File: config.mk
export PLATFORM = sky130hd
export DESIGN_NAME = whp_ctrl
export DESIGN_NICKNAME = d
export VERILOG_FILES = /design/src/rtl/whp_pkg.sv /design/src/rtl/whp_ctrl.sv
export SDC_FILE = /design/constraint.sdc
export NUM_CORES = 1
export LEC_CHECK = 0
export ABC_AREA = 1
export BUFFER_PORTS_ARGS = -buffer_cell sky130_fd_sc_hd__clkbuf_2
export CAP_MARGIN = 10
export CORE_AREA = 2 2 57 59
export DETAILED_ROUTE_END_ITERATION = 6
export DIE_AREA = 0 0 59 61
export GPL_TIMING_DRIVEN = 1
export PLACE_DENSITY = 0.81
export SLEW_MARGIN = 0
export SYNTH_ARGS = -nofsm -noshare
export SYNTH_HDL_FRONTEND = slang
export SYNTH_SLANG_ARGS = --single-unit
File: constraint.sdc
create_clock -name clk -period 4.07 [get_ports clk]
set_input_delay 0.2035 -clock clk [delete_from_list [all_inputs] [get_ports clk]]
set_output_delay 0.2035 -clock clk [all_outputs]
set_load 0.005 [all_outputs]
File: src/rtl/whp_pkg.sv
// types and constants shared by the wav header parser modules
// depends on nothing
package whp_pkg;

	localparam int unsigned DIVISOR_W = 18;
	localparam int unsigned DIV_CNT_W = 5;

	localparam logic [31:0] TAG_RIFF      = 32'h5249_4646;
	localparam logic [31:0] TAG_WAVE      = 32'h5741_5645;
	localparam logic [31:0] TAG_FMT       = 32'h666D_7420;
	localparam logic [31:0] TAG_LIST      = 32'h4C49_5354;
	localparam logic [31:0] TAG_CUE       = 32'h6375_6520;
	localparam logic [31:0] TAG_FACT      = 32'h6661_6374;
	localparam logic [31:0] TAG_DATA      = 32'h6461_7461;
	localparam logic [31:0] FMT_PCM       = 32'h0000_0001;
	localparam logic [31:0] FMT_BASE_SIZE = 32'h0000_0010;
	localparam logic [31:0] MAX_BITS      = 32'd24;

	typedef enum logic [4:0] {
		PH_RIFF,
		PH_RSIZE,
		PH_WAVE,
		PH_TAG,
		PH_FSIZE,
		PH_FCAT,
		PH_FCHAN,
		PH_FRATE,
		PH_FBRATE,
		PH_FALIGN,
		PH_FBITS,
		PH_FSKIP,
		PH_CSIZE,
		PH_CSKIP,
		PH_DSIZE,
		PH_PAYLOAD,
		PH_DONE,
		PH_ERROR,
		PH_DIV
	} phase_t;

	typedef enum logic [1:0] {
		EV_HDR,
		EV_PAY,
		EV_ERR,
		EV_IGN
	} ev_t;

	typedef enum logic [2:0] {
		ERR_NONE,
		ERR_RIFF,
		ERR_WAVE,
		ERR_PCM,
		ERR_BITS,
		ERR_CHUNK,
		ERR_NOFMT
	} err_t;

	typedef enum logic [1:0] {
		REM_HOLD,
		REM_FMT,
		REM_LOAD,
		REM_DEC
	} rem_op_t;

	typedef struct packed {
		logic    restart;
		logic    collect;
		logic    big;
		logic    two_byte;
		rem_op_t rem_op;
		logic    set_chan;
		logic    set_rate;
		logic    set_bits;
		logic    div_start;
		logic    set_samples;
		logic    set_err;
		err_t    err;
		logic    out_load;
		ev_t     ev;
		logic    last;
		logic    fmt_valid;
	} whp_cmd_t;

	typedef struct packed {
		logic first;
		logic fld_done;
		logic tag_riff;
		logic tag_wave;
		logic tag_fmt;
		logic tag_skip;
		logic tag_data;
		logic fmt_pcm;
		logic bits_ok;
		logic val_zero;
		logic chan_zero;
		logic bits_zero;
		logic rem_zero;
		logic rem_one;
		logic div_done;
		logic out_busy;
	} whp_status_t;

endpackage

File: src/rtl/whp_ctrl.sv
// parse phase state machine driving the datapath commands
// depends on whp_pkg
module whp_ctrl import whp_pkg::*; (
	input  logic        clk,
	input  logic        arst_n,
	input  logic        in_valid,
	output logic        in_ready,
	input  whp_status_t status,
	output whp_cmd_t    cmd
);

	phase_t phase_q;
	phase_t phase_d;
	phase_t phase_eff;
	logic   acc;

	assign in_ready  = (phase_q != PH_DIV) && !status.out_busy;
	assign acc       = in_valid && in_ready;
	assign phase_eff = status.first ? PH_RIFF : phase_q;

	always_ff @(posedge clk or negedge arst_n) begin
		if (!arst_n) begin
			phase_q <= PH_RIFF;
		end else begin
			phase_q <= phase_d;
		end
	end

	always_comb begin
		phase_d = phase_q;
		if (phase_q == PH_DIV) begin
			if (status.div_done) begin
				phase_d = status.rem_zero ? PH_DONE : PH_PAYLOAD;
			end
		end else if (acc) begin
			phase_d = phase_eff;
			unique case (phase_eff)
				PH_RIFF: begin
					if (status.fld_done) phase_d = status.tag_riff ? PH_RSIZE : PH_ERROR;
				end
				PH_RSIZE: begin
					if (status.fld_done) phase_d = PH_WAVE;
				end
				PH_WAVE: begin
					if (status.fld_done) phase_d = status.tag_wave ? PH_TAG : PH_ERROR;
				end
				PH_TAG: begin
					if (status.fld_done) begin
						priority if (status.tag_fmt) phase_d = PH_FSIZE;
						else if (status.tag_skip) phase_d = PH_CSIZE;
						else if (status.tag_data && !status.chan_zero) phase_d = PH_DSIZE;
						else phase_d = PH_ERROR;
					end
				end
				PH_FSIZE: begin
					if (status.fld_done) phase_d = PH_FCAT;
				end
				PH_FCAT: begin
					if (status.fld_done) phase_d = status.fmt_pcm ? PH_FCHAN : PH_ERROR;
				end
				PH_FCHAN: begin
					if (status.fld_done) phase_d = PH_FRATE;
				end
				PH_FRATE: begin
					if (status.fld_done) phase_d = PH_FBRATE;
				end
				PH_FBRATE: begin
					if (status.fld_done) phase_d = PH_FALIGN;
				end
				PH_FALIGN: begin
					if (status.fld_done) phase_d = PH_FBITS;
				end
				PH_FBITS: begin
					if (status.fld_done) begin
						priority if (!status.bits_ok) phase_d = PH_ERROR;
						else if (status.rem_zero) phase_d = PH_TAG;
						else phase_d = PH_FSKIP;
					end
				end
				PH_FSKIP, PH_CSKIP: begin
					if (status.rem_one) phase_d = PH_TAG;
				end
				PH_CSIZE: begin
					if (status.fld_done) phase_d = status.val_zero ? PH_TAG : PH_CSKIP;
				end
				PH_DSIZE: begin
					if (status.fld_done) begin
						phase_d = (status.chan_zero || status.bits_zero) ? PH_ERROR : PH_DIV;
					end
				end
				PH_PAYLOAD: begin
					if (status.rem_one) phase_d = PH_DONE;
				end
				PH_DONE: ;
				default: phase_d = PH_ERROR;
			endcase
		end
	end

	always_comb begin
		cmd           = '0;
		cmd.rem_op    = REM_HOLD;
		cmd.err       = ERR_NONE;
		cmd.ev        = EV_HDR;
		cmd.fmt_valid = (phase_d == PH_PAYLOAD) || (phase_d == PH_DONE);
		if (phase_q == PH_DIV) begin
			if (status.div_done) begin
				cmd.out_load    = 1'b1;
				cmd.set_samples = 1'b1;
			end
		end else if (acc) begin
			cmd.restart  = status.first;
			cmd.out_load = 1'b1;
			unique case (phase_eff)
				PH_RIFF: begin
					cmd.collect = 1'b1;
					cmd.big     = 1'b1;
					if (status.fld_done && !status.tag_riff) begin
						cmd.set_err = 1'b1;
						cmd.err     = ERR_RIFF;
						cmd.ev      = EV_ERR;
					end
				end
				PH_RSIZE, PH_FBRATE: begin
					cmd.collect = 1'b1;
				end
				PH_WAVE: begin
					cmd.collect = 1'b1;
					cmd.big     = 1'b1;
					if (status.fld_done && !status.tag_wave) begin
						cmd.set_err = 1'b1;
						cmd.err     = ERR_WAVE;
						cmd.ev      = EV_ERR;
					end
				end
				PH_TAG: begin
					cmd.collect = 1'b1;
					cmd.big     = 1'b1;
					if (status.fld_done && !status.tag_fmt && !status.tag_skip) begin
						cmd.set_err = 1'b1;
						cmd.ev      = EV_ERR;
						cmd.err     = status.tag_data ? ERR_NOFMT : ERR_CHUNK;
						if (status.tag_data && !status.chan_zero) begin
							cmd.set_err = 1'b0;
							cmd.err     = ERR_NONE;
							cmd.ev      = EV_HDR;
						end
					end
				end
				PH_FSIZE: begin
					cmd.collect = 1'b1;
					if (status.fld_done) cmd.rem_op = REM_FMT;
				end
				PH_FCAT: begin
					cmd.collect  = 1'b1;
					cmd.two_byte = 1'b1;
					if (status.fld_done && !status.fmt_pcm) begin
						cmd.set_err = 1'b1;
						cmd.err     = ERR_PCM;
						cmd.ev      = EV_ERR;
					end
				end
				PH_FCHAN: begin
					cmd.collect  = 1'b1;
					cmd.two_byte = 1'b1;
					cmd.set_chan = status.fld_done;
				end
				PH_FRATE: begin
					cmd.collect  = 1'b1;
					cmd.set_rate = status.fld_done;
				end
				PH_FALIGN: begin
					cmd.collect  = 1'b1;
					cmd.two_byte = 1'b1;
				end
				PH_FBITS: begin
					cmd.collect  = 1'b1;
					cmd.two_byte = 1'b1;
					if (status.fld_done) begin
						if (status.bits_ok) begin
							cmd.set_bits = 1'b1;
						end else begin
							cmd.set_err = 1'b1;
							cmd.err     = ERR_BITS;
							cmd.ev      = EV_ERR;
						end
					end
				end
				PH_FSKIP, PH_CSKIP: begin
					cmd.rem_op = REM_DEC;
				end
				PH_CSIZE: begin
					cmd.collect = 1'b1;
					if (status.fld_done) cmd.rem_op = REM_LOAD;
				end
				PH_DSIZE: begin
					cmd.collect = 1'b1;
					if (status.fld_done) begin
						if (status.chan_zero || status.bits_zero) begin
							cmd.set_err = 1'b1;
							cmd.err     = ERR_NOFMT;
							cmd.ev      = EV_ERR;
						end else begin
							// result waits for the sample count division
							cmd.rem_op    = REM_LOAD;
							cmd.div_start = 1'b1;
							cmd.out_load  = 1'b0;
						end
					end
				end
				PH_PAYLOAD: begin
					cmd.ev     = EV_PAY;
					cmd.rem_op = REM_DEC;
					cmd.last   = status.rem_one;
				end
				PH_DONE: begin
					cmd.ev = EV_IGN;
				end
				default: begin
					cmd.ev = EV_ERR;
				end
			endcase
		end
	end

endmodule

After elaboration in Yosys (flattened, before gate mapping)
Cells that the tools add are included.
{ "word_totals": {"reg_bits": 5, "in_bits": 19, "out_inout_bits": 21, "word_cells": 123} }
{ "op_classes": {"n_eq_ne": 20, "muxes": 78, "reduce_logical": 24} }
{ "op_table": {"columns": ["operator", "n"], "rows": [
  ["5-bit two-way mux", 27],
  ["5-bit case mux with 16 select lines", 1],
  ["5-bit by 4-bit == test with 1-bit output, second input constant", 9],
  ["4-bit two-way mux", 11],
  ["2-bit two-way mux", 13],
  ["4-bit case mux with 6 select lines", 1],
  ["5-bit by 3-bit == test with 1-bit output, second input constant", 4],
  ["10-bit two-way mux", 2],
  ["1-bit two-way mux", 18],
  ["2-bit case mux with 9 select lines", 1],
  ["5-bit == test, second input constant", 3],
  ["13-bit OR reduction", 1],
  ["5-bit by 2-bit == test with 1-bit output, second input constant", 2],
  ["9-bit OR reduction", 1],
  ["1-bit logical AND", 8],
  ["8-bit two-way mux", 1],
  ["2-bit case mux with 4 select lines", 1],
  ["1-bit logical NOT", 7],
  ["7-bit two-way mux", 1],
  ["3-bit OR reduction", 2],
  ["5-bit by 1-bit == test with 1-bit output, second input constant", 1],
  ["5-bit logical NOT", 1],
  ["5-bit != test, second input constant", 1],
  ["4-bit OR reduction", 1],
  ["other kinds (3)", 4]
]} }

Longest topological paths before layout
{ "depth": {"ltp_word": 11, "mapped_depth": 16, "mapped_depth_nobuf": 16} }

Least setup slack after synthesis
Ideal clock, no wire load.
{ "synth_path": {"kind": "register to output", "startpoint": "reg phase_q[3]", "endpoint": "out cmd[0] in the netlist's numbering", "t_arrival_ns": 1.570, "path_slack_ns": 2.296, "path_stages_with_launch": 14, "path_buffers": 2, "path_cell_list": "dfrtp_1 clkbuf_2 nor3_1 nand3_1 inv_2 nor2_4 nand2_4 buf_4 o21ai_0 nand2_1 nand3_1 nor2_1 nand2_1 nand2_1"} }
{ "synth_lines": {"columns": ["element", "line", "rtl"], "rows": [
  ["start: declaration", "whp_ctrl.sv:12", "phase_t phase_q;"],
  ["start signal: assignment", "whp_ctrl.sv:25", "phase_q <= phase_d;"],
  ["end: declaration", "whp_ctrl.sv:9", "output whp_cmd_t cmd"]
]} }

==> flow_summary.json <==
{
  "setup_slack_ps": 1430,
  "initial_core_util": 0.465,
  "cts_setup_buffers": 0,
  "required_ps": 3870,
  "largest_reg_flops": 5,
  "cap_violations": 0,
  "die_area_mm2": 0.00360,
  "cp_cell_sequence": "inv_2, nor2_2, inv_1, nand3_1, nand3_1, o41ai_1, a21oi_1, clkbuf_2",
  "cts_max_level": 1,
  "wirelength_um": 4760,
  "drtAntennaViolNets": 0,
  "fin_crit_ps": 2640,
  "status": "complete, no violations",
  "cts_resized": 0,
  "syn_area_mm2": 0.00137,
  "p_leak_uw": 0.000887,
  "regArea_um2": 125,
  "drc": 0,
  "rsz0062_at_grt": "no",
  "fin_crit_sh": 0.648,
  "yosys_register_bits": 5,
  "power_uw": 325,
  "slew_headroom": 0.515,
  "pwr_density_cell_mw_per_mm2": 202,
  "vias_per_cell": 5.62,
  "fin_area_mm2": 0.00161,
  "cp-end-kind": "primary output",
  "reg.largest.list": "phase_q x5",
  "place_ws_ps": 1780,
  "place_hpwl_um": 3890,
  "dpl_cell_area_mm2": 0.00158,
  "vias": 1929,
  "die_y_um": 61,
  "top_usage_layer": "met1",
  "core-area_mm2": 0.00295,
  "drive_gt1_frac": 0.226,
  "max_stage_delay_ps": 620,
  "final.setup_skew_ps": 0.643,
  "grt_max_degree": 25,
  "use_met3": 0.0405,
  "clock.fmax_ghz": 0.379,
  "crit_top_cell": "nand3_1",
  "drv_slew": 0,
  "wl_per_cell_um": 13.9,
  "area_growth_pct": 17.4,
  "gp_congestion": 1.06,
  "arrival_ps": 2430,
  "finalSetupViolations": 0,
  "grt_use_met1": 0.408,
  "hold_buffers": 1,
  "gr-total-overflow": 0,
  "globalRouteTotalUtil": 0.274,
  "numPortBuffers": 39,
  "synth_cell_types": 32,
  "finalHoldViolCount": 0,
  "numCtsBuffers": 3,
  "final_cell_mix": "nand2_1 (74), nor2_1 (57), clkbuf_2 (39)",
  "cpMaxStageDelayCell": "o41ai_1",
  "worst-path-max-fanout": 8,
  "final_common_cell": "nand2_1",
  "row_count": 20,
  "insertedDiodeCount": 0,
  "peakVddDrop_mv": 0.138,
  "crit_type": "reg2out",
  "fin_tns_setup_ps": 0,
  "tightest_slew_ps": 719,
  "die_width_um": 59,
  "grt_pass1_wl_um": 7590,
  "cts.reportedPaths.clkPinSlew_ps": 40,
  "syn_inst": 272,
  "clkLatencyLatePin_ps": 240,
  "antenna_found_initial": 0,
  "use_met2": 0.397,
  "clockBufferDepth": 2,
  "multi_input_area_mm2": 0.00110,
  "ys_seq_area_frac": 0.0911,
  "cts.sinks": 5,
  "grt_pass1_vias": 1581,
  "drt-pass1-iter-count": 5,
  "yosys_warnings": 0,
  "num-fill-cells": 334,
  "syn_area_per_cell_um2": 5.05,
  "cts_tree": "built",
  "regMostFlops": "phase_q",
  "startpoint_type": "flop",
  "nets": 330,
  "drtIter0Drc": 141,
  "io-pin-count": 40,
  "hold_path_class": "in2async",
  "syn-num-nets": 291,
  "ctsRootBufferMaster": "clkbuf_4"
}
==> Yosys cell counts <==
| master | instances | area share |
|---|---|---|
| nand2_1 | 74 | 0.20 |
| nor2_1 | 57 | 0.16 |
| nand3_1 | 35 | 0.13 |
| inv_1 | 24 | 0.066 |
| nor2_2 | 9 | 0.041 |
| o21ai_0 | 9 | 0.033 |
| nor3_1 | 7 | 0.025 |
| a21oi_1 | 6 | 0.022 |
| a31oi_1 | 5 | 0.023 |
| dfrtp_1 | 5 | 0.091 |
| inv_2 | 5 | 0.014 |
| nand2_2 | 4 | 0.018 |
| nand2_4 | 4 | 0.033 |
| nand4_1 | 4 | 0.018 |
| nor2_4 | 3 | 0.025 |
| a41oi_1 | 2 | 0.013 |
| buf_2 | 2 | 0.0073 |
| buf_4 | 2 | 0.011 |
| o22ai_1 | 2 | 0.0091 |
| a21boi_0 | 1 | 0.0055 |
| a22oi_1 | 1 | 0.0055 |
| clkbuf_1 | 1 | 0.0027 |
| clkbuf_2 | 1 | 0.0036 |
| inv_4 | 1 | 0.0046 |
| nand3_2 | 1 | 0.0073 |
| nor2b_1 | 1 | 0.0046 |
| nor4_1 | 1 | 0.0046 |
| o2111ai_1 | 1 | 0.0064 |
| o211ai_1 | 1 | 0.0055 |
| o21ai_1 | 1 | 0.0036 |
| o21ai_2 | 1 | 0.0064 |
| o41ai_1 | 1 | 0.0064 |
==> path summary, 6_finish.rpt <==
path / from / to / slack, ps / cells after the start
max: phase_q[4] / cmd[6] / 1430 / 8
min: arst_n / phase_q[4] / 310 / 2
max reg2reg: phase_q[4] / phase_q[0] / 2130 / 11
min reg2reg: phase_q[1] / phase_q[1] / 710 / 2
max in group asynchronous: arst_n / phase_q[3] / 3630 / 2
min in group clk: status[1] / phase_q[1] / 350 / 3
==> stage by stage <==
| step | util | instances | hold slack [ps] |
|---|---|---|---|
| final | 0.546 | 343 | 309 |
| after global routing | 0.546 | 343 | 312 |
| after CTS | 0.546 | 343 | 305 |
| after detailed placement | 0.534 | 338 | 23.3 |
| after global placement | 0.534 | 338 | 20.5 |
| after floorplan | - | 272 | -92.1 |
==> per-layer routing <==
| metal | routed length [um] | part of all wire |
|---|---|---|
| met5 | 0 | 0 |
| met4 | 108 | 0.023 |
| met3 | 516 | 0.11 |
| met2 | 2120 | 0.45 |
| met1 | 2020 | 0.42 |
==> critical path, delay by kind of cell, from the launching register on <==
kind | cells | cell delay (ps)
compound gates | 2 | 700
flops | 1 | 530
simple gates | 3 | 500
buf+inv | 3 | 470
==> where the power goes <==
group | total, uW | switching [uW] | internal, uW
combinational | 187 | 129 | 57.8
clock | 57.4 | 20.3 | 37.1
sequential | 81.4 | 22.7 | 58.7
==> area by class of cell <==
cell class | count | share of cell area
multi-input cells | 231 | 0.682
well taps | 33 | 0.0256
flip-flops and latches | 5 | 0.0776
repair buffers | 40 | 0.127
inverters | 30 | 0.0714
clock buffers | 4 | 0.0163
==> cells by family after synthesis <==
logic type | share of synthesized area
AO/OA/AOI/OAI | 0.138
buffers and inverters | 0.108
flip-flops | 0.0911
AND/OR/NAND/NOR | 0.662
Note: power is estimated with default switching activity, not from simulation.
