`src/rtl/whp_pkg.sv`:
```
// types and constants shared by the wav header parser modules
// depends on nothing
package whp_pkg;

	localparam int unsigned DIVISOR_W = 18;
	localparam int unsigned DIV_CNT_W = 5;

	localparam logic [31:0] TAG_RIFF      = 32'h5249_4646;
	localparam logic [31:0] TAG_WAVE      = 32'h5741_5645;
	localparam logic [31:0] TAG_FMT       = 32'h666D_7420;
	localparam logic [31:0] TAG_LIST      = 32'h4C49_5354;
	localparam logic [31:0] TAG_CUE       = 32'h6375_6520;
	localparam logic [31:0] TAG_FACT      = 32'h6661_6374;
	localparam logic [31:0] TAG_DATA      = 32'h6461_7461;
	localparam logic [31:0] FMT_PCM       = 32'h0000_0001;
	localparam logic [31:0] FMT_BASE_SIZE = 32'h0000_0010;
	localparam logic [31:0] MAX_BITS      = 32'd24;

	typedef enum logic [4:0] {
		PH_RIFF,
		PH_RSIZE,
		PH_WAVE,
		PH_TAG,
		PH_FSIZE,
		PH_FCAT,
		PH_FCHAN,
		PH_FRATE,
		PH_FBRATE,
		PH_FALIGN,
		PH_FBITS,
		PH_FSKIP,
		PH_CSIZE,
		PH_CSKIP,
		PH_DSIZE,
		PH_PAYLOAD,
		PH_DONE,
		PH_ERROR,
		PH_DIV
	} phase_t;

	typedef enum logic [1:0] {
		EV_HDR,
		EV_PAY,
		EV_ERR,
		EV_IGN
	} ev_t;

	typedef enum logic [2:0] {
		ERR_NONE,
		ERR_RIFF,
		ERR_WAVE,
		ERR_PCM,
		ERR_BITS,
		ERR_CHUNK,
		ERR_NOFMT
	} err_t;

	typedef enum logic [1:0] {
		REM_HOLD,
		REM_FMT,
		REM_LOAD,
		REM_DEC
	} rem_op_t;

	typedef struct packed {
		logic    restart;
		logic    collect;
		logic    big;
		logic    two_byte;
		rem_op_t rem_op;
		logic    set_chan;
		logic    set_rate;
		logic    set_bits;
		logic    div_start;
		logic    set_samples;
		logic    set_err;
		err_t    err;
		logic    out_load;
		ev_t     ev;
		logic    last;
		logic    fmt_valid;
	} whp_cmd_t;

	typedef struct packed {
		logic first;
		logic fld_done;
		logic tag_riff;
		logic tag_wave;
		logic tag_fmt;
		logic tag_skip;
		logic tag_data;
		logic fmt_pcm;
		logic bits_ok;
		logic val_zero;
		logic chan_zero;
		logic bits_zero;
		logic rem_zero;
		logic rem_one;
		logic div_done;
		logic out_busy;
	} whp_status_t;

endpackage

```
`src/rtl/whp_if.sv`:
```


interface whp_res_if;
	logic        valid;
	logic        ready;
	logic [1:0]  event_res;
	logic [7:0]  payload;
	logic        last_payload;
	logic        format_valid;
	logic [15:0] channel_count;
	logic [31:0] rate_hz;
	logic [4:0]  sample_bits;
	logic [31:0] sample_count;
	logic [2:0]  error_code;

	modport source (output valid, output event_res, output payload, output last_payload,
		output format_valid, output channel_count, output rate_hz, output sample_bits,
		output sample_count, output error_code, input ready);
	modport sink (input valid, input event_res, input payload, input last_payload,
		input format_valid, input channel_count, input rate_hz, input sample_bits,
		input sample_count, input error_code, output ready);
endinterface

```
`src/rtl/whp_div.sv`:
```
// restoring divider, one quotient bit per cycle
// depends on whp_pkg
module whp_div import whp_pkg::*; (
	input  logic                 clk,
	input  logic                 arst_n,
	input  logic                 start,
	input  logic [31:0]          dividend,
	input  logic [DIVISOR_W-1:0] divisor,
	output logic                 done,
	output logic [31:0]          quotient
);

	logic                 busy_q;
	logic                 done_q;
	logic [DIV_CNT_W-1:0] cnt_q;
	logic [31:0]          quo_q;
	logic [DIVISOR_W-1:0] rem_q;
	logic [DIVISOR_W:0]   trial;
	logic [DIVISOR_W:0]   diff;
	logic                 fits;

	assign trial = {rem_q, quo_q[31]};
	assign diff  = trial - {1'b0, divisor};
	assign fits  = trial >= {1'b0, divisor};

	always_ff @(posedge clk or negedge arst_n) begin
		if (!arst_n) begin
			busy_q <= 1'b0;
			done_q <= 1'b0;
			cnt_q  <= '0;
		end else begin
			done_q <= 1'b0;
			if (start) begin
				busy_q <= 1'b1;
				cnt_q  <= '0;
			end else if (busy_q) begin
				cnt_q <= cnt_q + 1'b1;
				if (cnt_q == '1) begin
					busy_q <= 1'b0;
					done_q <= 1'b1;
				end
			end
		end
	end

	always_ff @(posedge clk) begin
		if (start) begin
			quo_q <= dividend;
			rem_q <= '0;
		end else if (busy_q) begin
			quo_q <= {quo_q[30:0], fits};
			rem_q <= fits ? diff[DIVISOR_W-1:0] : trial[DIVISOR_W-1:0];
		end
	end

	assign done     = done_q;
	assign quotient = quo_q;

endmodule

```
`src/rtl/whp_datapath.sv`:
```
// field assembly, held format values, byte counter and result register
// depends on whp_pkg, whp_if and whp_div
module whp_datapath import whp_pkg::*; (
	input  logic        clk,
	input  logic        arst_n,
	input  logic [7:0]  in_byte,
	input  logic        first_byte,
	input  whp_cmd_t    cmd,
	output whp_status_t status,
	whp_res_if.source   result
);

	logic [1:0]           idx_q;
	logic [1:0]           idx_eff;
	logic [31:0]          asm_q;
	logic [31:0]          asm_base;
	logic [31:0]          asm_new;
	logic                 fld_done;
	logic [31:0]          rem_q;
	logic [15:0]          chan_q;
	logic [31:0]          rate_q;
	logic [4:0]           bits_q;
	logic [31:0]          samples_q;
	err_t                 err_q;
	logic [5:0]           bits_sum;
	logic [DIVISOR_W-1:0] divisor;
	logic                 div_done;
	logic [31:0]          quotient;
	logic                 valid_q;
	ev_t                  ev_q;
	logic [7:0]           pay_q;
	logic                 last_q;
	logic                 fv_q;

	assign idx_eff  = cmd.restart ? 2'd0 : idx_q;
	assign asm_base = (idx_eff == 2'd0) ? 32'd0 : asm_q;
	assign asm_new  = cmd.big ? {asm_base[23:0], in_byte}
		: (asm_base | ({24'd0, in_byte} << {idx_eff, 3'b000}));
	assign fld_done = cmd.two_byte ? (idx_eff != 2'd0) : (idx_eff == 2'd3);

	// bytes per sample times channels
	assign bits_sum = {1'b0, bits_q} + 6'd7;
	assign divisor  = DIVISOR_W'(chan_q) * DIVISOR_W'(bits_sum[5:3]);

	whp_div u_div (
		.clk      (clk),
		.arst_n   (arst_n),
		.start    (cmd.div_start),
		.dividend (asm_new),
		.divisor  (divisor),
		.done     (div_done),
		.quotient (quotient)
	);

	always_ff @(posedge clk or negedge arst_n) begin
		if (!arst_n) begin
			idx_q     <= '0;
			asm_q     <= '0;
			rem_q     <= '0;
			chan_q    <= '0;
			rate_q    <= '0;
			bits_q    <= '0;
			samples_q <= '0;
			err_q     <= ERR_NONE;
		end else begin
			if (cmd.collect) begin
				asm_q <= asm_new;
				idx_q <= fld_done ? 2'd0 : idx_eff + 2'd1;
			end
			if (cmd.restart) begin
				rem_q <= '0;
			end else begin
				unique case (cmd.rem_op)
					REM_HOLD: ;
					REM_FMT:  rem_q <= (asm_new > FMT_BASE_SIZE) ? asm_new - FMT_BASE_SIZE : 32'd0;
					REM_LOAD: rem_q <= asm_new;
					REM_DEC:  rem_q <= rem_q - 32'd1;
					default:  ;
				endcase
			end
			if (cmd.set_chan) begin
				chan_q <= asm_new[15:0];
			end else if (cmd.restart) begin
				chan_q <= '0;
			end
			if (cmd.set_rate) begin
				rate_q <= asm_new;
			end else if (cmd.restart) begin
				rate_q <= '0;
			end
			if (cmd.set_bits) begin
				bits_q <= asm_new[4:0];
			end else if (cmd.restart) begin
				bits_q <= '0;
			end
			if (cmd.set_samples) begin
				samples_q <= quotient;
			end else if (cmd.restart) begin
				samples_q <= '0;
			end
			if (cmd.set_err) begin
				err_q <= cmd.err;
			end else if (cmd.restart) begin
				err_q <= ERR_NONE;
			end
		end
	end

	always_ff @(posedge clk or negedge arst_n) begin
		if (!arst_n) begin
			valid_q <= 1'b0;
		end else if (cmd.out_load) begin
			valid_q <= 1'b1;
		end else if (result.ready) begin
			valid_q <= 1'b0;
		end
	end

	always_ff @(posedge clk) begin
		if (cmd.out_load) begin
			ev_q   <= cmd.ev;
			pay_q  <= (cmd.ev == EV_PAY) ? in_byte : 8'd0;
			last_q <= cmd.last;
			fv_q   <= cmd.fmt_valid;
		end
	end

	assign status.first     = first_byte;
	assign status.fld_done  = fld_done;
	assign status.tag_riff  = asm_new == TAG_RIFF;
	assign status.tag_wave  = asm_new == TAG_WAVE;
	assign status.tag_fmt   = asm_new == TAG_FMT;
	assign status.tag_skip  = (asm_new == TAG_LIST) || (asm_new == TAG_CUE)
		|| (asm_new == TAG_FACT);
	assign status.tag_data  = asm_new == TAG_DATA;
	assign status.fmt_pcm   = asm_new == FMT_PCM;
	assign status.bits_ok   = (asm_new != 32'd0) && (asm_new <= MAX_BITS);
	assign status.val_zero  = asm_new == 32'd0;
	assign status.chan_zero = chan_q == 16'd0;
	assign status.bits_zero = bits_q == 5'd0;
	assign status.rem_zero  = rem_q == 32'd0;
	assign status.rem_one   = rem_q == 32'd1;
	assign status.div_done  = div_done;
	assign status.out_busy  = valid_q && !result.ready;

	assign result.valid         = valid_q;
	assign result.event_res     = ev_q;
	assign result.payload       = pay_q;
	assign result.last_payload  = last_q;
	assign result.format_valid  = fv_q;
	assign result.channel_count = chan_q;
	assign result.rate_hz       = rate_q;
	assign result.sample_bits   = bits_q;
	assign result.sample_count  = samples_q;
	assign result.error_code    = err_q;

endmodule

```
`src/flat_wrapper.sv`:
```
// flat-port wrapper written by rule: the top's interface ports become plain ports
module whp_datapath_flat import whp_pkg::*;
  (clk, arst_n, in_byte, first_byte, cmd, status, result_valid, result_event_res, result_payload, result_last_payload, result_format_valid, result_channel_count, result_rate_hz, result_sample_bits, result_sample_count, result_error_code, result_ready);
  whp_res_if result_i ();
  input  logic clk;
  input  logic arst_n;
  input  logic [7:0] in_byte;
  input  logic first_byte;
  input  whp_cmd_t cmd;
  output whp_status_t status;
  output wire logic [$bits(result_i.valid)-1:0] result_valid;
  output wire logic [$bits(result_i.event_res)-1:0] result_event_res;
  output wire logic [$bits(result_i.payload)-1:0] result_payload;
  output wire logic [$bits(result_i.last_payload)-1:0] result_last_payload;
  output wire logic [$bits(result_i.format_valid)-1:0] result_format_valid;
  output wire logic [$bits(result_i.channel_count)-1:0] result_channel_count;
  output wire logic [$bits(result_i.rate_hz)-1:0] result_rate_hz;
  output wire logic [$bits(result_i.sample_bits)-1:0] result_sample_bits;
  output wire logic [$bits(result_i.sample_count)-1:0] result_sample_count;
  output wire logic [$bits(result_i.error_code)-1:0] result_error_code;
  input wire logic [$bits(result_i.ready)-1:0] result_ready;
  assign result_valid = result_i.valid;
  assign result_event_res = result_i.event_res;
  assign result_payload = result_i.payload;
  assign result_last_payload = result_i.last_payload;
  assign result_format_valid = result_i.format_valid;
  assign result_channel_count = result_i.channel_count;
  assign result_rate_hz = result_i.rate_hz;
  assign result_sample_bits = result_i.sample_bits;
  assign result_sample_count = result_i.sample_count;
  assign result_error_code = result_i.error_code;
  assign result_i.ready = result_ready;
  whp_datapath u_core (.clk(clk), .arst_n(arst_n), .in_byte(in_byte), .first_byte(first_byte), .cmd(cmd), .status(status), .result(result_i));
endmodule
```
`config.mk`:
```
export PLATFORM = sky130hd
export DESIGN_NAME = whp_datapath_flat
export DESIGN_NICKNAME = d
export VERILOG_FILES = /design/src/rtl/whp_pkg.sv /design/src/rtl/whp_if.sv /design/src/rtl/whp_div.sv /design/src/rtl/whp_datapath.sv /design/src/flat_wrapper.sv
export SDC_FILE = /design/constraint.sdc
export NUM_CORES = 1
export LEC_CHECK = 0
export ABC_AREA = 1
export BUFFER_PORTS_ARGS = -buffer_cell sky130_fd_sc_hd__buf_2
export CORE_MARGIN = 4
export CORE_UTILIZATION = 50
export CTS_CLUSTER_SIZE = 12
export DETAILED_ROUTE_END_ITERATION = 8
export PLACE_DENSITY_LB_ADDON = 0.05
export SETUP_SLACK_MARGIN = 0.15
export SLEW_MARGIN = 10
export SYNTH_ARGS = -nofsm -noshare
export SYNTH_HDL_FRONTEND = slang
export SYNTH_SLANG_ARGS = --single-unit
```
`constraint.sdc`:
```
create_clock -name clk -period 14.7 [get_ports clk]
set_input_delay 4.41 -clock clk [delete_from_list [all_inputs] [get_ports clk]]
set_output_delay 4.41 -clock clk [all_outputs]
set_load 0.01 [all_outputs]
```
# Word level (Yosys, flattened, before mapping)
# Cells that the tools add are included.
# totals
register_bits	224
latchBits	0
ramBits	0
romBits	0
in_bits	32
out_inout_bits	117
elab_cells	95
mem_count	0
# classes
addsub	6
mul	1
div	0
n_lt_le_gt_ge	3
n_eq_ne	15
n_shift	1
mux	30
n_bitwise	1
reduce_logical	20
# ops
operator	n
32-bit two-way mux	9
32-bit by 31-bit == test with 1-bit output (second input constant)	7
32-bit one-hot mux with 3 select lines	1
32-bit by 1-bit == test with 1-bit output (second input constant)	2
32-bit zero test	2
32-bit by 5-bit > comparator with 1-bit output (second input constant)	1
32-bit by 5-bit less-or-equal comparator with 1-bit output (second input constant)	1
16-bit two-way mux	2
32-bit bitwise OR	1
32-bit nonzero test	1
8-bit by 5-bit << shifter with 32-bit output	1
32-bit by 1-bit subtractor with 32-bit output (second input constant)	1
32-bit by 5-bit subtractor with 32-bit output (second input constant)	1
5-bit two-way mux	4
19-bit by 18-bit greater-or-equal comparator with 1-bit output	1
16-bit by 3-bit multiplier with 18-bit output	1
18-bit two-way mux	1
18-bit subtractor	1
16-bit zero test	1
2-bit nonzero test	8
1-bit two-way mux	9
5-bit by 3-bit adder with 6-bit output (second input constant)	1
2-bit == test (second input constant)	3
3-bit two-way mux	2
11 further kinds	15

# Depth between registers and ports, before layout
# Gate-level depths: netlist of run 1.
# logic_depth
depth_word	9
mapped_depth	37
depth_no_buf	35

# Modules after synthesis
# Synthesis of run 1 repeated with hierarchy kept, for this count alone.
# hier_totals
hier_cells	2126
area_unflattened_um2	14976.9
# modules_own_cells
module	n_inst	cells_per_inst	area_each_um2	seq_area_each_um2
whp_datapath	1	1593	11203.2	4239.1
whp_div	1	533	3773.6	1496.4

# Least setup slack after synthesis of run 1
# Ideal clock, no wire load.
# synth_timing
path_type	in2out
start	input cmd[19] (netlist bit)
end	output status[12] (netlist bit)
arrival_ps	6589
t_required_ps	10290
path_slack_ps	3701
stages	15
path_buffers	3
path_cell_list	inv_4 nand2_4 buf_6 ha_1 inv_2 buf_2 buf_4 a21oi_1 a21oi_4 inv_2 ha_1 inv_1 nor3_1 nand4_1 nor4_1
# synth_lines
element	line_no	rtl
start, declared	flat_wrapper.sv:9	input whp_cmd_t cmd;
end, declared	flat_wrapper.sv:10	output whp_status_t status;

==> results of run 1 <==
[how the worst min path moves through the flow]
| stage | from | to | slack (ps) | cells past startpoint |
|---|---|---|---|---|
| final | u_core.u_div.rem_q[17] | u_core.u_div.rem_q[17] | 470 | 2 |
| after global routing | u_core.asm_q[2] | u_core.asm_q[2] | 500 | 2 |
| after CTS | u_core.u_div.rem_q[17] | u_core.u_div.rem_q[17] | 470 | 2 |
| after detailed placement | u_core.u_div.rem_q[17] | u_core.u_div.rem_q[17] | 460 | 2 |
| after global placement | u_core.u_div.rem_q[17] | u_core.u_div.rem_q[17] | 460 | 2 |
| after floorplan | u_core.u_div.rem_q[17] | u_core.u_div.rem_q[17] | 440 | 2 |
[stage by stage]
stage / worst slack, ps / util [%]
final: 2140 / 57.3
after global routing: 1740 / 57.3
after CTS: 2110 / 57.3
after floorplan: 3700 / -
after global placement: 2210 / 54.0
after detailed placement: 2130 / 54.0
[logic make-up (layout without fill, tap and decap cells)]
kind of cell	count (synthesis)	in the layout	synth area share, %
buf+inv	285	408	7.82
xor+xnor	47	47	2.80
flops	224	224	39.1
compound gates	307	307	11.4
simple gates	1138	1138	32.6
fa+ha+maj	64	64	6.27
[synthesized netlist by cell type, types with 18 or more instances]
cell type                    n
sky130_fd_sc_hd__nor3_1     23
sky130_fd_sc_hd__a21oi_1    69
sky130_fd_sc_hd__xnor2_1    19
sky130_fd_sc_hd__o21ai_0   153
sky130_fd_sc_hd__nand2_1   671
sky130_fd_sc_hd__inv_1     189
sky130_fd_sc_hd__clkbuf_1   57
sky130_fd_sc_hd__edfxtp_1   44
sky130_fd_sc_hd__dfxtp_1    18
sky130_fd_sc_hd__ha_1       48
sky130_fd_sc_hd__nor2_1    175
sky130_fd_sc_hd__o22ai_1    25
sky130_fd_sc_hd__nand4_1    30
sky130_fd_sc_hd__nand3_1   178
sky130_fd_sc_hd__xor2_1     28
sky130_fd_sc_hd__a31oi_1    20
sky130_fd_sc_hd__dfrtp_1   162
[final cells by class]
cell class / instances / area (um2) / area share, %
clock inverter: 13 / 183 / 1.11
inverter: 200 / 753 / 4.56
clock buffer: 37 / 743 / 4.50
sequential: 224 / 5740 / 34.7
timing repair buffer: 158 / 827 / 5.01
tap: 384 / 480 / 2.91
multi-input combinational: 1556 / 7800 / 47.2
[report_power, final]
part / internal (uW) / switching [uW] / total, uW
clock: 426 / 275 / 701
combinational: 295 / 595 / 890
sequential: 724 / 81.1 / 805
total: 1440 / 951 / 2400
[sequential cells by signal, summed over array words and instances (netlist names), 2 cells and up]
signal,cells
u_core.asm_q,32
u_core.rem_q,32
u_core.result.rate_hz,32
u_core.result.sample_count,32
u_core.u_div.quotient,32
u_core.u_div.rem_q,18
u_core.result.channel_count,16
u_core.result.payload,8
u_core.result.sample_bits,5
u_core.u_div.cnt_q,5
u_core.result.error_code,3
u_core.idx_q,2
u_core.result.event_res,2
[worst min-delay path, stage by stage, from the launching register on]
cell	delay, ps
sky130_fd_sc_hd__dfxtp_1	320
sky130_fd_sc_hd__nand2_1	60
sky130_fd_sc_hd__nand2_1	40
[per-layer routing]
metal	vias to the layer above	track usage, %
li1	6944	-
met1	6669	41.6
met2	537	48.6
met4	0	8.25
met3	90	5.94
met5	-	0
==> insert_results.sql, run 1 <==
INSERT INTO impl_metrics (metric_group, metric, value, unit) VALUES
('yosys', 'dominantRegCellSynth', 'sky130_fd_sc_hd__dfrtp_1', ''),
('detailed_routing', 'final_antenna_net_count', '0', ''),
('clocking', 'ctsRootBufferMaster', 'sky130_fd_sc_hd__clkbuf_16', ''),
('global_routing', 'gr-usage-all-layers', '30.1', '%'),
('critical_path', 'path_depth', '14', ''),
('clocking', 'clk-insertion-delay-late', '560', 'ps'),
('power', 'maximum_vdd_ir_drop', '0.115', 'mV'),
('yosys', 'mappedNetlistNets', '2161', ''),
('critical_path', 'timing_worst_setup_path_type', 'in -> out', ''),
('clocking', 'htree_levels', '1', ''),
('timing', 'setup_tns', '0', 'ps'),
('critical_path', 'timing.critical_path.mode_cell', 'sky130_fd_sc_hd__nand2_1', ''),
('timing', 'period_share', '85.5', '%'),
('timing', 'hold-worst-slack', '472', 'ps'),
('run_status', 'outcome', 'finished clean', ''),
('clocking', 'cts.path.max_buffers', '3', ''),
('critical_path', 'beginning_of_the_critical_path', 'cmd[19]', ''),
('critical_path', 'crit_buf_inv', '5', ''),
('clocking', 'clk_pin_slew_worst_paths', '60', 'ps'),
('yosys', 'yosys_warnings', '0', ''),
('yosys', 'ys_seq_elements', '224', ''),
('final_layout', 'nFillCells', '2815', ''),
('detailed_routing', 'routed_len_inst', '19.0', 'um'),
('detailed_routing', 'met2WireLength', '22100', 'um'),
('yosys', 'sequential_fraction_of_the_synthesis_area', '39.1', '%'),
('yosys', 'asyncSetResetFlopFracSynth', '72.3', '%'),
('global_routing', 'antenna_violations_before_repair', '0', ''),
('final_layout', 'layout.cells.most_common', 'sky130_fd_sc_hd__nand2_1', ''),
('timing', 'final-max-slew-violation-count', '0', ''),
('timing', 'finalSetupViolCount', '0', ''),
('global_routing', 'grt_pass1_vias', '13600', ''),
('timing', 'worst_clock_skew', '21.1', 'ps'),
('final_layout', 'post-route-cell-area', '16500', 'um2'),
('yosys', 'syn_inst_count', '2065', ''),
('detailed_routing', 'routed_via_density', '5.54', ''),
('yosys', 'synth.area.top_cells', 'sky130_fd_sc_hd__dfrtp_1 (28%), sky130_fd_sc_hd__nand2_1 (17%), sky130_fd_sc_hd__edfxtp_1 (9.0%)', ''),
('clocking', 'hold_buffers', '0', ''),
('detailed_routing', 'drc', '0', ''),
('critical_path', 'rr_startpoint', 'u_core.result.sample_bits[3]', ''),
('final_layout', 'area_growth', '12.6', '%'),
('clocking', 'cts_buffers', '27', ''),
('detailed_routing', 'dr.pass1.iters', '5', ''),
('floorplanning', 'core_area', '28900', 'um2'),
('final_layout', 'layout_common_cells', 'sky130_fd_sc_hd__nand2_1 (671), sky130_fd_sc_hd__inv_1 (189), sky130_fd_sc_hd__nand3_1 (178)', ''),
('critical_path', 'worstPathCellList', 'buf_2 -> inv_4 -> nand2_4 -> ha_1 -> inv_2 -> nand2_1 -> nand3_1 -> nand2_1 -> inv_1 -> nand2_1 -> nor3_1 -> nand3_1 -> nor4_1 -> buf_2', ''),
('timing', 'setup_repair_after_global_routing_missed_its_margin', 'false', ''),
('timing', 'timing.final.crit_period', '12560', 'ps'),
('detailed_routing', 'route.top_layer_used', 'met4', ''),
('place', 'placed_area', '15600', 'um2'),
('detailed_routing', 'met3_length', '4010', 'um'),
('clocking', 'post_cts_sizing_count', '0', ''),
('timing', 'maxClockFrequency', '0.0796', 'GHz'),
('place', 'port_buffers', '146', ''),
('clocking', 'post-cts-setup-buffer-count', '0', ''),
('critical_path', 'crit_family', 'buffers and inverters', ''),
('critical_path', 'critPathRequiredTime', '10290', 'ps'),
('critical_path', 'timing.critical_path.arrival', '8150', 'ps'),
('final_layout', 'fraction_of_layout_instances_using_a_drive_strength_above_1', '11.8', '%'),
('timing', 'hold_viol_final', '0', ''),
('floorplanning', 'std_cell_rows', '62', ''),
('power', 'leakage', '0.00839', 'uW'),
('critical_path', 'cpPeakStageDelay', '630', 'ps'),
('critical_path', 'worstReg2RegEnd', 'u_core.u_div.rem_q[17]', ''),
('final_layout', 'post_layout_cell_count', '2572', ''),
('detailed_routing', 'drt_first_iter_violations', '1395', ''),
('power', 'power_per_cell_area', '145', 'nW/um2'),
('global_routing', 'globalRoute.totalOverflow', '0', ''),
('yosys', 'synth_top_cell_by_area', 'sky130_fd_sc_hd__dfrtp_1', ''),
('floorplanning', 'design.die.area', '32200', 'um2'),
('floorplanning', 'initial_core_util', '50.9', '%'),
('critical_path', 'worst_r2r_path_cells', '34', '');
No activity file was read; power rests on OpenSTA's default activity.
==> inputs of run 2 (changes only) <==
--- a/config.mk
+++ b/config.mk
@@ -7,7 +7,7 @@
 export LEC_CHECK = 0
 export ABC_AREA = 1
 export BUFFER_PORTS_ARGS = -buffer_cell sky130_fd_sc_hd__buf_2
-export CORE_MARGIN = 4
+export CORE_MARGIN = 2
 export CORE_UTILIZATION = 50
 export CTS_CLUSTER_SIZE = 12
 export DETAILED_ROUTE_END_ITERATION = 8
==> run 2 against run 1 <==
Effect of this change: sequential share of layout area grew 0.14 points; cell area shrank 0.40%; register-to-register slack lost 170 ps; critical path depth grew 1; sequential cell count is the same; die area shrank 4.4%; clock skew is essentially flat; global-route usage grew 1.8 points; non-clock buffer count grew 2; sequential power is essentially flat; clock power shrank 7.7%; utilization shrank 0.076 points; critical endpoint is now status[11].
==> insert_results.sql, run 2 (same netlist as run 1, synthesis figures left out) <==
INSERT INTO impl_metrics (metric_group, metric, value, unit) VALUES
('critical_path', 'critPathRequiredTime', '10290', 'ps'),
('detailed_routing', 'drc', '0', ''),
('clocking', 'cts_buffers', '26', ''),
('critical_path', 'timing_worst_setup_path_type', 'in -> out', ''),
('place', 'hpwl', '35600', 'um'),
('timing', 'setup_tns', '0', 'ps'),
('power', 'cell_internal_pwr', '1400', 'uW'),
('detailed_routing', 'drt_first_iter_violations', '1379', ''),
('timing', 'finalSetupViolCount', '0', ''),
('detailed_routing', 'final_antenna_net_count', '0', ''),
('timing', 'period_share', '85.7', '%'),
('clocking', 'tritoncts', 'built', ''),
('floorplanning', 'core_area', '28800', 'um2'),
('global_routing', 'grt_pass1_vias', '13700', ''),
('critical_path', 'timing.reg2reg.setup_slack', '7700', 'ps'),
('detailed_routing', 'dr.pass1.iters', '6', ''),
('clocking', 'post_cts_sizing_count', '0', ''),
('clocking', 'post-cts-setup-buffer-count', '0', ''),
('min_path', 'timing.hold.worst_endpoint', 'u_core.u_div.rem_q[13]', ''),
('global_routing', 'maximum_number_of_pins_on_one_net_before_global_route_repair', '81', ''),
('global_routing', 'antenna_violations_before_repair', '0', ''),
('critical_path', 'worstReg2RegEnd', 'u_core.u_div.rem_q[11]', ''),
('timing', 'setup_repair_after_global_routing_missed_its_margin', 'false', ''),
('floorplanning', 'design.die.area', '30700', 'um2'),
('power', 'maximum_vdd_ir_drop', '0.135', 'mV'),
('timing', 'timing.final.crit_period', '12600', 'ps'),
('floorplanning', 'initial_core_util', '51.0', '%'),
('min_path', 'hold_path_depth', '2', ''),
('final_layout', 'fin_nets', '2264', ''),
('clocking', 'clk_pin_slew_worst_paths', '60', 'ps'),
('floorplanning', 'die-height', '175', 'um'),
('power', 'power.share.switching', '40.3', '%'),
('place', 'gp_congestion', '0.940', ''),
('final_layout', 'final_standard_cell_utilization_of_the_core', '57.2', '%'),
('clocking', 'ctsRootBufferMaster', 'sky130_fd_sc_hd__clkbuf_16', ''),
('critical_path', 'worst_r2r_path_cells', '34', ''),
('critical_path', 'rr_startpoint', 'u_core.result.sample_bits[2]', ''),
('power', 'power_per_cell_area', '142', 'nW/um2'),
('power', 'p_comb_share', '38.1', '%'),
('detailed_routing', 'routed_len_inst', '19.0', 'um'),
('timing', 'hold_viol_final', '0', ''),
('place', 'placed_area', '15600', 'um2'),
('clocking', 'cts.path.max_buffers', '3', ''),
('timing', 'final-max-slew-violation-count', '0', ''),
('clocking', 'cts_num_sinks', '224', ''),
('final_layout', 'antenna-diode-count', '0', ''),
('final_layout', 'nFillCells', '2876', ''),
('global_routing', 'gr-usage-all-layers', '31.9', '%'),
('run_status', 'outcome', 'finished clean', ''),
('power', 'leakage', '0.00835', 'uW'),
('power', 'power.share.sequential', '34.3', '%'),
('timing', 'worst_margin_slew', '1050', 'ps'),
('clocking', 'clk-insertion-delay-late', '550', 'ps'),
('min_path', 'min_path_type', 'reg -> reg', ''),
('detailed_routing', 'routed_via_density', '5.61', ''),
('final_layout', 'area_growth', '12.1', '%'),
('critical_path', 'timing.critical_path.arrival', '8190', 'ps'),
('timing', 'maxClockFrequency', '0.0794', 'GHz'),
('power', 'power.net_switching', '943', 'uW'),
('global_routing', 'globalRoute.totalOverflow', '0', ''),
('final_layout', 'post-route-cell-area', '16500', 'um2'),
('detailed_routing', 'totalWireLength', '49000', 'um'),
('floorplanning', 'floorplan.io_pins', '149', ''),
('final_layout', 'fraction_of_layout_instances_using_a_drive_strength_above_1', '11.8', '%'),
('critical_path', 'crit_fanout', '80', ''),
('critical_path', 'crit_path_end_kind', 'output port', ''),
('clocking', 'htree_levels', '1', ''),
('min_path', 'hp-start', 'u_core.u_div.rem_q[13]', ''),
('floorplanning', 'die_w', '175', 'um'),
('flow_run', 'drv_cap', '0', ''),
('timing', 'worst_clock_skew', '20.6', 'ps'),
('final_layout', 'layout_common_cells', 'sky130_fd_sc_hd__nand2_1 (671), sky130_fd_sc_hd__inv_1 (189), sky130_fd_sc_hd__nand3_1 (178)', ''),
('floorplanning', 'std_cell_rows', '62', ''),
('global_routing', 'grt_first_pass_wirelength', '76900', 'um'),
('clocking', 'hold_buffers', '0', ''),
('power', 'share_clk_of_total_power', '27.6', '%'),
('critical_path', 'critPathLaunchType', 'primary input', ''),
('place', 'port_buffers', '146', ''),
('detailed_routing', 'num_vias', '14400', ''),
('timing', 'max_slew_margin', '30.2', '%'),
('final_layout', 'layout.cells.most_common', 'sky130_fd_sc_hd__nand2_1', '');
## run 2: cell count changes in the layout (fill, tap and decap cells not counted)
cell                         change
sky130_fd_sc_hd__buf_4           +2
sky130_fd_sc_hd__bufinv_16       -2
sky130_fd_sc_hd__clkbuf_16       -1
sky130_fd_sc_hd__clkinv_1        -1
sky130_fd_sc_hd__clkinv_4        +1
sky130_fd_sc_hd__clkinv_8        +1
sky130_fd_sc_hd__clkinvlp_4      +1
sky130_fd_sc_hd__inv_16          -1
sky130_fd_sc_hd__inv_4           +1
sky130_fd_sc_hd__inv_8           -1
## run 2: worst max path at each step
stage,start,to,cells past startpoint
after global placement,cmd[19],status[11],14
after floorplan,cmd[19],status[12],15
final,cmd[19],status[11],15
after global routing,cmd[19],status[11],14
after detailed placement,cmd[19],status[11],15
after CTS,cmd[19],status[11],15
## run 2: per-stage QoR
stage	setup slack, ps	power (uW)	cells	hold WS [ps]
3_3_place_gp	2190	1680	2524	458
4_1_cts	2120	2340	2572	476
2_1_floorplan	3700	1430	2065	440
6_report	2100	2340	2572	474
5_1_grt	1700	2500	2572	504
3_5_place_dp	2120	1690	2524	466
## run 2: per-layer routing
| metal | global-route usage, % | routed length, um |
|---|---|---|
| met1 | 43.8 | 21200 |
| met2 | 50.5 | 22200 |
| met3 | 6.06 | 3760 |
| met4 | 11.3 | 1740 |
| met5 | 0 | 0 |
## run 2: critical path, cell delays in order
cell	delay, ps
sky130_fd_sc_hd__buf_2	160
sky130_fd_sc_hd__inv_4	610
sky130_fd_sc_hd__nand2_4	250
sky130_fd_sc_hd__ha_1	310
sky130_fd_sc_hd__inv_2	620
sky130_fd_sc_hd__a21oi_1	140
sky130_fd_sc_hd__nand2_1	130
sky130_fd_sc_hd__nand2_2	250
sky130_fd_sc_hd__inv_1	200
sky130_fd_sc_hd__ha_1	160
sky130_fd_sc_hd__inv_1	50
sky130_fd_sc_hd__nor3_1	310
sky130_fd_sc_hd__nand2_1	90
sky130_fd_sc_hd__nor4_1	260
sky130_fd_sc_hd__buf_2	200
## run 2: area by class of cell
| type | instances | area [um2] | area share, % |
|---|---|---|---|
| clock inverters | 12 | 126 | 0.768 |
| repair buffers | 160 | 842 | 5.12 |
| inverters | 200 | 753 | 4.58 |
| clock buffers | 36 | 718 | 4.36 |
| well taps | 384 | 480 | 2.92 |
| flip-flops and latches | 224 | 5740 | 34.9 |
| multi-input cells | 1556 | 7800 | 47.4 |
## run 2: power groups by stage
stage / Sequential, uW / Clock [uW] / Combinational (uW)
3_3_place_gp: 809 / 0 / 870
2_1_floorplan: 799 / 0 / 631
4_1_cts: 800 / 654 / 882
3_5_place_dp: 810 / 0 / 878
6_report: 803 / 647 / 891
5_1_grt: 813 / 679 / 1010
==> inputs of run 3 (changes only) <==
--- a/config.mk
+++ b/config.mk
@@ -11,7 +11,7 @@
 export CORE_UTILIZATION = 50
 export CTS_CLUSTER_SIZE = 12
 export DETAILED_ROUTE_END_ITERATION = 8
-export PLACE_DENSITY_LB_ADDON = 0.05
+export PLACE_DENSITY = 0.72
 export SETUP_SLACK_MARGIN = 0.15
 export SLEW_MARGIN = 10
 export SYNTH_ARGS = -nofsm -noshare
==> run 3 against run 2 <==
Effect of this change: setup slack better by 93 ps; die area unchanged; clock-buffer cell count grew 1; critical endpoint is now status[10]; largest cell class unchanged; largest power group unchanged.
==> insert_results.sql, run 3 (same netlist as run 1, synthesis figures left out) <==
INSERT INTO impl_metrics (metric_group, metric, value, unit) VALUES
('critical_path', 'timing.critical_path.mode_cell', 'sky130_fd_sc_hd__nand2_1', ''),
('floorplanning', 'std_cell_rows', '62', ''),
('detailed_routing', 'drt_first_iter_violations', '1422', ''),
('critical_path', 'timing.critical_path.arrival', '8090', 'ps'),
('critical_path', 'timing_worst_setup_path_type', 'in -> out', ''),
('timing', 'final-max-slew-violation-count', '0', ''),
('power', 'share_clk_of_total_power', '28.5', '%'),
('clocking', 'clk-insertion-delay-late', '550', 'ps'),
('critical_path', 'crit_path_end_kind', 'output port', ''),
('power', 'cell_internal_pwr', '1430', 'uW'),
('place', 'placed_area', '15600', 'um2'),
('run_status', 'outcome', 'finished clean', ''),
('clocking', 'cts_num_sinks', '224', ''),
('clocking', 'hold_buffers', '0', ''),
('timing', 'setup_tns', '0', 'ps'),
('final_layout', 'fraction_of_layout_instances_using_a_drive_strength_above_1', '11.6', '%'),
('final_layout', 'area_growth', '12.2', '%'),
('floorplanning', 'design.die.area', '30700', 'um2'),
('timing', 'hold_viol_final', '0', ''),
('power', 'p_comb_share', '37.4', '%'),
('timing', 'worst_clock_skew', '17.3', 'ps'),
('power', 'power_per_cell_area', '143', 'nW/um2'),
('critical_path', 'crit_buf_inv', '5', ''),
('detailed_routing', 'totalWireLength', '47700', 'um'),
('timing', 'max_slew_margin', '31.3', '%'),
('timing', 'timing.final.crit_period', '12500', 'ps'),
('place', 'hpwl', '34300', 'um'),
('detailed_routing', 'final_antenna_net_count', '0', ''),
('timing', 'period_share', '85.1', '%'),
('power', 'power.net_switching', '928', 'uW'),
('flow_run', 'drv_cap', '0', ''),
('timing', 'worst_margin_slew', '1030', 'ps'),
('global_routing', 'antenna_violations_before_repair', '0', ''),
('power', 'power.share.sequential', '34.1', '%'),
('final_layout', 'fin_nets', '2260', ''),
('final_layout', 'area_used_by_multi_input_combinational_logic', '7800', 'um2'),
('critical_path', 'crit_family', 'buffers and inverters', ''),
('critical_path', 'path_depth', '16', ''),
('critical_path', 'critPathLaunchType', 'primary input', ''),
('floorplanning', 'core_area', '28800', 'um2'),
('timing', 'setup_repair_after_global_routing_missed_its_margin', 'false', ''),
('place', 'gp_congestion', '0.942', ''),
('floorplanning', 'initial_core_util', '51.0', '%'),
('critical_path', 'critPathRequiredTime', '10290', 'ps'),
('global_routing', 'grt_pass1_vias', '13700', ''),
('critical_path', 'worst_r2r_path_cells', '34', ''),
('clocking', 'cts.path.max_buffers', '3', ''),
('timing', 'finalSetupViolCount', '0', ''),
('final_layout', 'regArea', '5740', 'um2'),
('final_layout', 'nFillCells', '2769', ''),
('power', 'power.share.switching', '39.4', '%'),
('final_layout', 'post-route-cell-area', '16500', 'um2'),
('floorplanning', 'floorplan.io_pins', '149', ''),
('critical_path', 'crit_fanout', '80', ''),
('detailed_routing', 'routed_len_inst', '18.6', 'um'),
('power', 'maximum_vdd_ir_drop', '0.0852', 'mV'),
('critical_path', 'beginning_of_the_critical_path', 'cmd[19]', ''),
('critical_path', 'cp_slowest_cell', 'sky130_fd_sc_hd__inv_2', ''),
('power', 'leakage', '0.00835', 'uW'),
('place', 'port_buffers', '146', ''),
('detailed_routing', 'drc', '0', ''),
('clocking', 'post_cts_sizing_count', '0', ''),
('power', 'fin_total_pwr', '2350', 'uW'),
('clocking', 'cts_buffers', '26', ''),
('critical_path', 'cpPeakStageDelay', '620', 'ps'),
('critical_path', 'worst_setup_path_endpoint', 'status[10]', ''),
('timing', 'fin_ws', '2200', 'ps'),
('place', 'dp_worst_setup_slack', '2260', 'ps'),
('critical_path', 'worstReg2RegEnd', 'u_core.u_div.rem_q[17]', ''),
('clocking', 'ctsRootBufferMaster', 'sky130_fd_sc_hd__clkbuf_16', ''),
('clocking', 'post-cts-setup-buffer-count', '0', ''),
('critical_path', 'timing.reg2reg.setup_slack', '7700', 'ps'),
('clocking', 'htree_levels', '1', ''),
('global_routing', 'gr-usage-all-layers', '31.1', '%'),
('clocking', 'clk_pin_slew_worst_paths', '60', 'ps'),
('min_path', 'min_path_type', 'reg -> reg', ''),
('global_routing', 'grt_first_pass_wirelength', '74800', 'um'),
('timing', 'maxClockFrequency', '0.0800', 'GHz'),
('floorplanning', 'die_w', '175', 'um'),
('timing', 'hold-worst-slack', '475', 'ps'),
('final_layout', 'layout_common_cells', 'sky130_fd_sc_hd__nand2_1 (671), sky130_fd_sc_hd__inv_1 (189), sky130_fd_sc_hd__nand3_1 (178)', ''),
('final_layout', 'antenna-diode-count', '0', ''),
('detailed_routing', 'dr.pass1.iters', '6', ''),
('detailed_routing', 'num_vias', '14400', ''),
('critical_path', 'worstPathCellList', 'buf_2 -> inv_4 -> nand2_4 -> ha_1 -> inv_2 -> nand2_1 -> nand3_1 -> nand2_1 -> inv_1 -> nand2_1 -> nor3_1 -> nand3_1 -> nand2_1 -> nand2_1 -> nand2_1 -> buf_2', ''),
('global_routing', 'maximum_number_of_pins_on_one_net_before_global_route_repair', '101', ''),
('global_routing', 'globalRoute.totalOverflow', '0', ''),
('critical_path', 'rr_startpoint', 'u_core.result.sample_bits[1]', ''),
('floorplanning', 'die-height', '175', 'um'),
('clocking', 'tritoncts', 'built', ''),
('final_layout', 'layout.cells.most_common', 'sky130_fd_sc_hd__nand2_1', ''),
('detailed_routing', 'routed_via_density', '5.60', '');
==> run 3: changes by cell type in the layout (fill, tap and decap cells not counted), sizes merged <==
cell      before  now
buf          160  156
clkbuf        36   37
clkinvlp       1    2
clkinv        11    7
bufinv         2    4
==> run 3: final cells by class <==
type	instances	share of cell area, %
clock inverters	11	1.06
well taps	384	2.92
inverters	200	4.57
multi-input cells	1556	47.4
repair buffers	156	4.93
flip-flops and latches	224	34.8
clock buffers	37	4.32
==> run 3: how the worst min path moves through the flow <==
stage,start,end,cells after the start
6_report,u_core.u_div.rem_q[7],u_core.u_div.rem_q[7],2
3_3_place_gp,u_core.u_div.rem_q[17],u_core.u_div.rem_q[17],2
5_1_grt,u_core.u_div.rem_q[7],u_core.u_div.rem_q[7],2
3_5_place_dp,u_core.u_div.rem_q[7],u_core.u_div.rem_q[7],2
2_1_floorplan,u_core.u_div.rem_q[17],u_core.u_div.rem_q[17],2
4_1_cts,u_core.u_div.rem_q[7],u_core.u_div.rem_q[7],2
==> run 3: routing by layer <==
layer	global-route usage (%)	wire length (um)	up-vias
met5	0	0	-
met4	11.6	1830	0
met3	5.63	3830	107
met2	50.6	21800	581
met1	41.4	20200	6753
li1	-	-	6932
==> run 3: power by group through the flow <==
| stage | Clock, uW | Sequential (uW) | Combinational [uW] |
|---|---|---|---|
| 2_1_floorplan | 0 | 799 | 631 |
| 3_3_place_gp | 0 | 809 | 860 |
| 3_5_place_dp | 0 | 809 | 869 |
| 4_1_cts | 681 | 799 | 875 |
| 5_1_grt | 705 | 811 | 1010 |
| 6_report | 672 | 802 | 881 |
==> run 3: tightest hold or removal path, stage by stage (launching register included) <==
cell and delay (ps):
sky130_fd_sc_hd__dfxtp_1 320, sky130_fd_sc_hd__nand2_1 70, sky130_fd_sc_hd__nand2_1 40
==> run 3: per-stage QoR <==
| step | util [%] | std cells |
|---|---|---|
| detailed placement | 54.1 | 2520 |
| finish | 57.2 | 2568 |
| global placement | 54.1 | 2520 |
| floorplan | - | 2065 |
| CTS | 57.2 | 2568 |
| global route | 57.2 | 2568 |
